<file path="config.mk">
export PLATFORM = sky130hd
export DESIGN_NAME = ethernet_ipv4_header_parser
export DESIGN_NICKNAME = d
export VERILOG_FILES = /design/src/eiph_pkg.sv /design/src/eiph_parse.sv /design/src/ethernet_ipv4_header_parser.sv
export SDC_FILE = /design/constraint.sdc
export NUM_CORES = 1
export LEC_CHECK = 0
export ABC_AREA = 1
export BUFFER_PORTS_ARGS = -buffer_cell sky130_fd_sc_hd__clkbuf_2
export CORE_ASPECT_RATIO = 1.5
export CORE_MARGIN = 8
export CORE_UTILIZATION = 60
export DETAILED_ROUTE_END_ITERATION = 12
export PLACE_DENSITY = 0.84
export SYNTH_ARGS = -nofsm -noshare
export SYNTH_HDL_FRONTEND = slang
export SYNTH_HIERARCHICAL = 1
export SYNTH_SLANG_ARGS = --single-unit
</file>
<file path="constraint.sdc">
create_clock -name aclk -period 6 [get_ports aclk]
set_input_delay 0.3 -clock aclk [delete_from_list [all_inputs] [get_ports aclk]]
set_output_delay 0.3 -clock aclk [all_outputs]
set_load 0.03 [all_outputs]
</file>
<file path="src/eiph_pkg.sv">
package eiph_pkg;

    typedef enum logic [2:0] {
        LAYER_ETH,
        LAYER_IP,
        LAYER_ARP,
        LAYER_ICMP,
        LAYER_TCP,
        LAYER_UDP,
        LAYER_PAYLOAD
    } layer_t;

    localparam logic [5:0] CODE_PAYLOAD = 6'd37;
    localparam logic [5:0] CODE_END     = 6'd38;
    localparam logic [5:0] CODE_SHORT   = 6'd39;

    localparam int unsigned MIN_FRAME = 14;

    localparam logic [15:0] ETYPE_IPV4 = 16'h0800;
    localparam logic [15:0] ETYPE_ARP  = 16'h0806;

    localparam logic [7:0] PROTO_ICMP = 8'd1;
    localparam logic [7:0] PROTO_TCP  = 8'd6;
    localparam logic [7:0] PROTO_UDP  = 8'd17;

    localparam logic [5:0] HDR_MIN_BYTES = 6'd20;

    typedef struct packed {
        logic [5:0]  code;
        logic [47:0] value;
        logic        last;
    } rec_t;

    typedef struct packed {
        logic [1:0] count;
        rec_t       r0;
        rec_t       r1;
    } res_t;

    typedef struct packed {
        logic       hit;
        logic [5:0] code;
    } fend_t;

    function automatic logic [5:0] layer_fixed(input layer_t lay);
        logic [5:0] len;
        unique case (lay)
            LAYER_ETH:  len = 6'd14;
            LAYER_IP:   len = 6'd20;
            LAYER_ARP:  len = 6'd28;
            LAYER_ICMP: len = 6'd4;
            LAYER_TCP:  len = 6'd20;
            LAYER_UDP:  len = 6'd8;
            default:    len = 6'd0;
        endcase
        return len;
    endfunction

    function automatic logic [5:0] clamp_len(input logic [3:0] nibble);
        return (nibble < 4'd5) ? HDR_MIN_BYTES : {nibble, 2'b00};
    endfunction

    // n is the header byte count including the current byte
    function automatic fend_t field_end(input layer_t lay, input logic [5:0] n);
        fend_t f;
        f = '0;
        unique case (lay)
            LAYER_ETH: begin
                case (n)
                    6'd6:    f = '{1'b1, 6'd0};
                    6'd12:   f = '{1'b1, 6'd1};
                    6'd14:   f = '{1'b1, 6'd2};
                    default: f = '0;
                endcase
            end
            LAYER_IP: begin
                case (n)
                    6'd1:    f = '{1'b1, 6'd3};
                    6'd2:    f = '{1'b1, 6'd4};
                    6'd4:    f = '{1'b1, 6'd5};
                    6'd6:    f = '{1'b1, 6'd6};
                    6'd8:    f = '{1'b1, 6'd7};
                    6'd9:    f = '{1'b1, 6'd8};
                    6'd10:   f = '{1'b1, 6'd9};
                    6'd12:   f = '{1'b1, 6'd10};
                    6'd16:   f = '{1'b1, 6'd11};
                    6'd20:   f = '{1'b1, 6'd12};
                    default: f = '0;
                endcase
            end
            LAYER_ARP: begin
                case (n)
                    6'd2:    f = '{1'b1, 6'd13};
                    6'd4:    f = '{1'b1, 6'd14};
                    6'd5:    f = '{1'b1, 6'd15};
                    6'd6:    f = '{1'b1, 6'd16};
                    6'd8:    f = '{1'b1, 6'd17};
                    6'd14:   f = '{1'b1, 6'd18};
                    6'd18:   f = '{1'b1, 6'd19};
                    6'd24:   f = '{1'b1, 6'd20};
                    6'd28:   f = '{1'b1, 6'd21};
                    default: f = '0;
                endcase
            end
            LAYER_ICMP: begin
                case (n)
                    6'd1:    f = '{1'b1, 6'd22};
                    6'd2:    f = '{1'b1, 6'd23};
                    6'd4:    f = '{1'b1, 6'd24};
                    default: f = '0;
                endcase
            end
            LAYER_TCP: begin
                case (n)
                    6'd2:    f = '{1'b1, 6'd25};
                    6'd4:    f = '{1'b1, 6'd26};
                    6'd8:    f = '{1'b1, 6'd27};
                    6'd12:   f = '{1'b1, 6'd28};
                    6'd14:   f = '{1'b1, 6'd29};
                    6'd16:   f = '{1'b1, 6'd30};
                    6'd18:   f = '{1'b1, 6'd31};
                    6'd20:   f = '{1'b1, 6'd32};
                    default: f = '0;
                endcase
            end
            LAYER_UDP: begin
                case (n)
                    6'd2:    f = '{1'b1, 6'd33};
                    6'd4:    f = '{1'b1, 6'd34};
                    6'd6:    f = '{1'b1, 6'd35};
                    6'd8:    f = '{1'b1, 6'd36};
                    default: f = '0;
                endcase
            end
            default: f = '0;
        endcase
        return f;
    endfunction

endpackage

</file>
<file path="src/eiph_parse.sv">
module eiph_parse #(
    parameter int MAX_FRAME_BYTES = 2048
) (
    input  logic            aclk,
    input  logic            aresetn,
    input  logic            fire,
    input  logic [7:0]      data_byte,
    input  logic            frame_last,
    output eiph_pkg::res_t  res
);
    import eiph_pkg::*;

    localparam int CW = $clog2(MAX_FRAME_BYTES);
    localparam logic [CW-1:0] CNT_MAX = CW'(MAX_FRAME_BYTES - 1);

    logic [CW-1:0] cnt_reg,   cnt_next;
    layer_t        layer_reg, layer_next;
    logic [5:0]    off_reg,   off_next;
    logic [47:0]   acc_reg,   acc_next;
    logic [5:0]    ip_hdr_reg,  ip_hdr_next;
    logic [5:0]    tcp_hdr_reg, tcp_hdr_next;
    logic [7:0]    proto_reg,   proto_next;

    logic [CW-1:0] cnt_inc;
    logic [47:0]   acc_sh;
    logic [5:0]    off_inc;
    logic [5:0]    hdr_len;
    logic [15:0]   eth_type;
    logic          in_hdr;
    logic          acc_en;
    logic          done;
    logic          have_f;
    logic          have_p;
    logic          have_e;
    fend_t         fe;
    layer_t        nxt;
    rec_t          rec_f;
    rec_t          rec_p;
    rec_t          rec_e;

    always_comb begin
        cnt_inc  = (cnt_reg < CNT_MAX) ? cnt_reg + 1'b1 : cnt_reg;
        acc_sh   = {acc_reg[39:0], data_byte};
        off_inc  = off_reg + 6'd1;
        eth_type = {acc_reg[7:0], data_byte};
        in_hdr   = (layer_reg != LAYER_PAYLOAD);
        acc_en   = in_hdr && (off_reg < layer_fixed(layer_reg));
        fe       = field_end(layer_reg, off_inc);
        have_f   = acc_en && fe.hit;

        unique case (layer_reg)
            LAYER_IP:  hdr_len = ip_hdr_reg;
            LAYER_TCP: hdr_len = tcp_hdr_reg;
            default:   hdr_len = layer_fixed(layer_reg);
        endcase
        done = in_hdr && (off_inc >= hdr_len);

        nxt = LAYER_PAYLOAD;
        if (layer_reg == LAYER_ETH) begin
            if (eth_type == ETYPE_IPV4) nxt = LAYER_IP;
            else if (eth_type == ETYPE_ARP) nxt = LAYER_ARP;
        end else if (layer_reg == LAYER_IP) begin
            if (proto_reg == PROTO_ICMP) nxt = LAYER_ICMP;
            else if (proto_reg == PROTO_TCP) nxt = LAYER_TCP;
            else if (proto_reg == PROTO_UDP) nxt = LAYER_UDP;
        end

        have_p = done && (nxt == LAYER_PAYLOAD) && !frame_last;
        have_e = frame_last;

        rec_f = '{fe.code, acc_sh, 1'b0};
        rec_p = '{CODE_PAYLOAD, 48'(cnt_inc), 1'b0};
        rec_e = '{(cnt_inc < CW'(MIN_FRAME)) ? CODE_SHORT : CODE_END,
                  48'(cnt_inc), 1'b0};

        res.count = 2'(have_f) + 2'(have_p) + 2'(have_e);
        res.r0    = have_f ? rec_f : (have_p ? rec_p : rec_e);
        res.r1    = have_p ? rec_p : rec_e;
        res.r0.last = (res.count == 2'd1);
        res.r1.last = 1'b1;
    end

    always_comb begin
        cnt_next     = cnt_reg;
        layer_next   = layer_reg;
        off_next     = off_reg;
        acc_next     = acc_reg;
        ip_hdr_next  = ip_hdr_reg;
        tcp_hdr_next = tcp_hdr_reg;
        proto_next   = proto_reg;
        if (fire) begin
            cnt_next = cnt_inc;
            if (acc_en) begin
                acc_next = have_f ? '0 : acc_sh;
                if (layer_reg == LAYER_IP && off_reg == 6'd0)
                    ip_hdr_next = clamp_len(data_byte[3:0]);
                if (layer_reg == LAYER_IP && off_reg == 6'd9)
                    proto_next = data_byte;
                if (layer_reg == LAYER_TCP && off_reg == 6'd12)
                    tcp_hdr_next = clamp_len(data_byte[7:4]);
            end
            if (done) begin
                layer_next = nxt;
                off_next   = '0;
                acc_next   = '0;
            end else if (in_hdr) begin
                off_next = off_inc;
            end
            if (frame_last) begin
                cnt_next     = '0;
                layer_next   = LAYER_ETH;
                off_next     = '0;
                acc_next     = '0;
                ip_hdr_next  = HDR_MIN_BYTES;
                tcp_hdr_next = HDR_MIN_BYTES;
                proto_next   = '0;
            end
        end
    end

    always_ff @(posedge aclk) begin
        if (!aresetn) begin
            cnt_reg     <= '0;
            layer_reg   <= LAYER_ETH;
            off_reg     <= '0;
            acc_reg     <= '0;
            ip_hdr_reg  <= HDR_MIN_BYTES;
            tcp_hdr_reg <= HDR_MIN_BYTES;
            proto_reg   <= '0;
        end else begin
            cnt_reg     <= cnt_next;
            layer_reg   <= layer_next;
            off_reg     <= off_next;
            acc_reg     <= acc_next;
            ip_hdr_reg  <= ip_hdr_next;
            tcp_hdr_reg <= tcp_hdr_next;
            proto_reg   <= proto_next;
        end
    end

endmodule

</file>
<file path="src/ethernet_ipv4_header_parser.sv">
// Accepted bytes pass the input register; their records are registered into
// the two-entry result queue. Throughput: one byte per cycle while m_ready
// is high; a byte with two records holds the input while the queue drains.
// Reset (aresetn low, synchronous): parser returns to the Ethernet layer with
// zero byte count, input register and result queue empty.
module ethernet_ipv4_header_parser #(
    parameter int MAX_FRAME_BYTES = 2048
) (
    input  logic        aclk,
    input  logic        aresetn,
    input  logic        s_valid,
    output logic        s_ready,
    input  logic [7:0]  s_data_byte,
    input  logic        s_frame_last,
    output logic        m_valid,
    input  logic        m_ready,
    output logic [5:0]  m_field_code,
    output logic [47:0] m_field_value,
    output logic        m_run_last
);
    import eiph_pkg::*;

    logic       in_vld_reg, in_vld_next;
    logic [7:0] byte_reg,   byte_next;
    logic       last_reg,   last_next;
    logic [1:0] cnt_reg,    cnt_next;
    rec_t       q0_reg,     q0_next;
    rec_t       q1_reg,     q1_next;

    logic room;
    logic proc;
    logic pop;
    res_t res;

    eiph_parse #(
        .MAX_FRAME_BYTES (MAX_FRAME_BYTES)
    ) u_parse (
        .aclk       (aclk),
        .aresetn    (aresetn),
        .fire       (proc),
        .data_byte  (byte_reg),
        .frame_last (last_reg),
        .res        (res)
    );

    always_comb begin
        pop     = (cnt_reg != 2'd0) && m_ready;
        room    = (cnt_reg == 2'd0) || ((cnt_reg == 2'd1) && m_ready);
        proc    = in_vld_reg && room;
        s_ready = !in_vld_reg || proc;

        in_vld_next = in_vld_reg;
        byte_next   = byte_reg;
        last_next   = last_reg;
        if (s_valid && s_ready) begin
            in_vld_next = 1'b1;
            byte_next   = s_data_byte;
            last_next   = s_frame_last;
        end else if (proc) begin
            in_vld_next = 1'b0;
        end

        cnt_next = cnt_reg;
        q0_next  = q0_reg;
        q1_next  = q1_reg;
        if (proc) begin
            cnt_next = res.count;
            q0_next  = res.r0;
            q1_next  = res.r1;
        end else if (pop) begin
            cnt_next = cnt_reg - 2'd1;
            q0_next  = q1_reg;
        end
    end

    always_ff @(posedge aclk) begin
        if (!aresetn) begin
            in_vld_reg <= 1'b0;
            cnt_reg    <= '0;
        end else begin
            in_vld_reg <= in_vld_next;
            cnt_reg    <= cnt_next;
        end
        byte_reg <= byte_next;
        last_reg <= last_next;
        q0_reg   <= q0_next;
        q1_reg   <= q1_next;
    end

    assign m_valid       = (cnt_reg != 2'd0);
    assign m_field_code  = q0_reg.code;
    assign m_field_value = q0_reg.value;
    assign m_run_last    = q0_reg.last;

    a_cnt_range: assert property (@(posedge aclk) disable iff (!aresetn)
        cnt_reg != 2'd3)
        else $error("result queue count out of range");

    a_pair_last: assert property (@(posedge aclk) disable iff (!aresetn)
        (cnt_reg == 2'd2) |-> (!q0_reg.last && q1_reg.last))
        else $error("run_last misplaced in a record pair");

    a_push_count: assert property (@(posedge aclk) disable iff (!aresetn)
        (proc && res.count == 2'd2) |=> (cnt_reg == 2'd2))
        else $error("record pair not queued");

    a_stall_held: assert property (@(posedge aclk) disable iff (!aresetn)
        (in_vld_reg && !room) |=> in_vld_reg)
        else $error("input item dropped while queue full");

endmodule
</file>
==> impl_metrics.yaml <==
placed_design:
  hpwl_um: 16380
  io_buffers: 69
  place.gp.congestion: 0.9351
critical_path:
  r2r_start: "u_parse/off_reg[0]"
  path_buf_inv: 4
  ff2ff_setup_slack_ns: 1.77
  worstPathRequired_ns: 6.34
  cp-end-kind: "flop"
  startpoint_type: "flop"
  crit_start: "u_parse/off_reg[0]"
  worstPathMaxFanout: 32
  cpMaxStageDelayCell: "fa_1"
  critical_path.top_delay_family: "simple AND/OR/NAND/NOR gates"
  path_cells: "ha_1 > nand3_1 > nand2_1 > nand2_1 > inv_1 > nor2_1 > nor2_1 > nand2_1 > nand2_1 > nand2_1 > inv_1 > nand4_1 > fa_1 > inv_1 > nand3_1 > nand3_1 > nand2_1 > inv_1"
  worst_path_largest_cell_delay_ns: 0.62
  path_class: "reg -> reg"
  critPathMostFrequentCell: "nand2_1"
  arrival_ns: 4.57
  reg2reg_depth: 18
  worst_r2r_endpoint: "cnt_reg[0]"
sta:
  clock_skew_ns: 0.01151
  tns_ns: 0
  rsz0062_at_grt: "no"
  slew_headroom_pct: 21.31
  final_max_slew_viol_count: 0
  fmax_mhz: 236.2
  hold_ws_ns: 0.03467
  post-route-period-util_pct: 70.58
  hold_viol: 0
  setup_viol_count_final: 0
  fin_crit_ns: 4.235
  tightest_slew_ns: 1.179
floorplanning:
  die_x_um: 122.2
  dieArea_mm2: 0.02141
  core-area_mm2: 0.01669
  die_h_um: 175.2
  io_pins: 70
  start_util_pct: 60.76
  fp-row-count: 58
yosys:
  seq_area_frac_synth_pct: 50.83
  synth_cells: 1283
  ys_warn_count: 6
  synthFlopType: "edfxtp_1"
  avgSynthCellArea_um2: 7.905
  yosys-top-cells-area: "edfxtp_1 35%, dfxtp_1 16%, nand2_1 15%, nor2_1 5.4%, inv_1 4.5%"
  synth_cell_types: 44
  synth_seq_cells: 198
  yosys.area.top_type: "edfxtp_1"
  syn_area_mm2: 0.01014
  synth_top_cell_area_share_pct: 35.23
  synth-async-reset-ratio_pct: 0
  synth_edf_count: 119
pwr:
  powerDensity_mw_per_mm2: 376.2
  power.leakage_nw: 4.461
  peakVddDrop_v: 0.0002163
run:
  drv_cap: 0
drt:
  drt-total-wl_um: 23870
  drc: 0
  initialDrtViolationCount: 696
  wl_per_cell_um: 15.48
  dr_total_vias: 8456
  viasPerCell: 5.484
  antenna_left: 0
  firstDrtPassIters: 5
finish:
  area_delta_synth_final_pct: 7.858
  finish.net_count: 1346
  largest_register_ffs: 55
  fillCellCount: 1415
  antenna_cells: 0
  layout-drive-gt1-share_pct: 10.21
min_path:
  holdPathEnd: "byte_reg[1]"
  min-delay-start: "s_data_byte[1]"
  holdPathStages: 1
  hold_path_class: "in -> reg"
global_routing:
  grtUsageTotal_pct: 22.55
  grt_max_degree: 67
  grt_pass1_vias: 7910
  grt-ovfl-total: 0
  grt_pass1_wl_um: 38600
  antenna_found_initial: 0
cts:
  cts.repair.resized: 0
  cts_tree: "built"
  clk_pin_slew_ns: 0.08
  clk_latency_ns: 0.44
  hold_buffers: 0
  clock_sinks: 198
  htree_num_levels: 4
  clock_path_buffers: 2
  cts_setup_buffers: 0
  cts_made_buffers: 17
  root_buffer: "clkbuf_16"
run_status:
  status: "completed"
per-stage QoR:
stage	instances	setup WS, ns	area [µm²]	power (mW)	util [%]
finish	1542	1.766	10940	4.116	65.54
global route	1542	1.371	10940	4.296	65.54
CTS	1542	1.781	10940	4.140	65.54
detailed placement	1510	1.847	10310	2.969	61.78
global placement	1510	1.989	10310	2.936	61.78
floorplan	1323	2.992	10290	2.711	-
routing by layer:
layer | up-vias | routed length [µm] | GRT usage (%) | share of wire, %
met4 | 0 | 1014 | 11.01 | 4.2
met2 | 341 | 12560 | 40.32 | 53
met5 | - | 0 | 0 | 0
li1 | 4117 | - | - | -
met1 | 3926 | 8991 | 25.23 | 38
met3 | 72 | 1304 | 3.457 | 5.5
synthesized netlist by cell type (2+ instances only):
| library cell | number |
|---|---|
| inv_1 | 122 |
| nor3_1 | 11 |
| nand2_2 | 11 |
| o21ai_1 | 10 |
| o21ai_0 | 32 |
| buf_6 | 11 |
| nand3b_1 | 2 |
| nand4_1 | 24 |
| nand2_1 | 413 |
| buf_1 | 3 |
| clkbuf_1 | 13 |
| o211ai_1 | 3 |
| inv_2 | 8 |
| nor2_1 | 147 |
| xnor2_1 | 2 |
| buf_2 | 28 |
| edfxtp_1 | 119 |
| conb_1 | 2 |
| nand3_1 | 70 |
| a21oi_1 | 82 |
| dfxtp_1 | 79 |
| nand3_2 | 2 |
| ha_1 | 13 |
| buf_4 | 45 |
| o31ai_1 | 4 |
| a31oi_1 | 5 |
| xor2_1 | 3 |
| o21a_1 | 2 |
| clkinv_1 | 2 |
worst reg2reg max path, delay by kind of cell (launching register included):
family | cells | cell delay (ns)
buffers and inverters | 4 | 0.85
DFF | 1 | 0.54
and+or+nand+nor | 12 | 1.87
adders and majority gates | 2 | 0.89
placed cells by master (no fill, tap or decap), drive strengths merged, types with 2 or more instances in the layout:
cell type / instances
nand2: 425
nor2: 147
inv: 137
edfxtp: 119
clkbuf: 86
a21oi: 82
dfxtp: 79
nand3: 72
o21ai: 43
conb: 42
nand4: 24
ha: 13
nor3: 12
clkinv: 9
buf: 8
a31oi: 5
o31ai: 4
xor2: 3
o211ai: 3
xnor2: 2
nand3b: 2
o21a: 2
report_power, final:
| group | switching, mW | total (mW) | internal (mW) |
|---|---|---|---|
| clock | 0.576 | 1.19 | 0.609 |
| combinational | 0.829 | 1.07 | 0.238 |
| sequential | 0.0837 | 1.86 | 1.78 |
| total | 1.49 | 4.12 | 2.63 |
area by class of cell:
class / count / area, µm² / share of cell area (%)
clock inverters: 15 / 202.7 / 1.853
clock buffers: 17 / 425.4 / 3.889
well taps: 210 / 262.8 / 2.402
inverters: 132 / 498.0 / 4.552
multi-input cells: 893 / 3990 / 36.48
repair buffers: 77 / 405.4 / 3.706
flip-flops and latches: 198 / 5155 / 47.12
how the worst max path moves through the flow:
stage / to / cells after the start
after floorplan: cnt_reg[0] / 22
after global placement: m_run_last / 16
after detailed placement: cnt_reg[0] / 18
after CTS: cnt_reg[0] / 18
after global routing: cnt_reg[0] / 21
final: cnt_reg[0] / 18
cell families after synthesis:
kind of cell	after synthesis	synth area share (%)
AO/OA/AOI/OAI	148	7.896
other	2	0.07405
XOR/XNOR	5	0.4319
adder cells (fa/ha/maj)	14	1.801
AND/OR/NAND/NOR	684	27.56
buffers and inverters	232	11.41
flip-flops	198	50.83
Note: power is estimated with default switching activity, not from simulation.
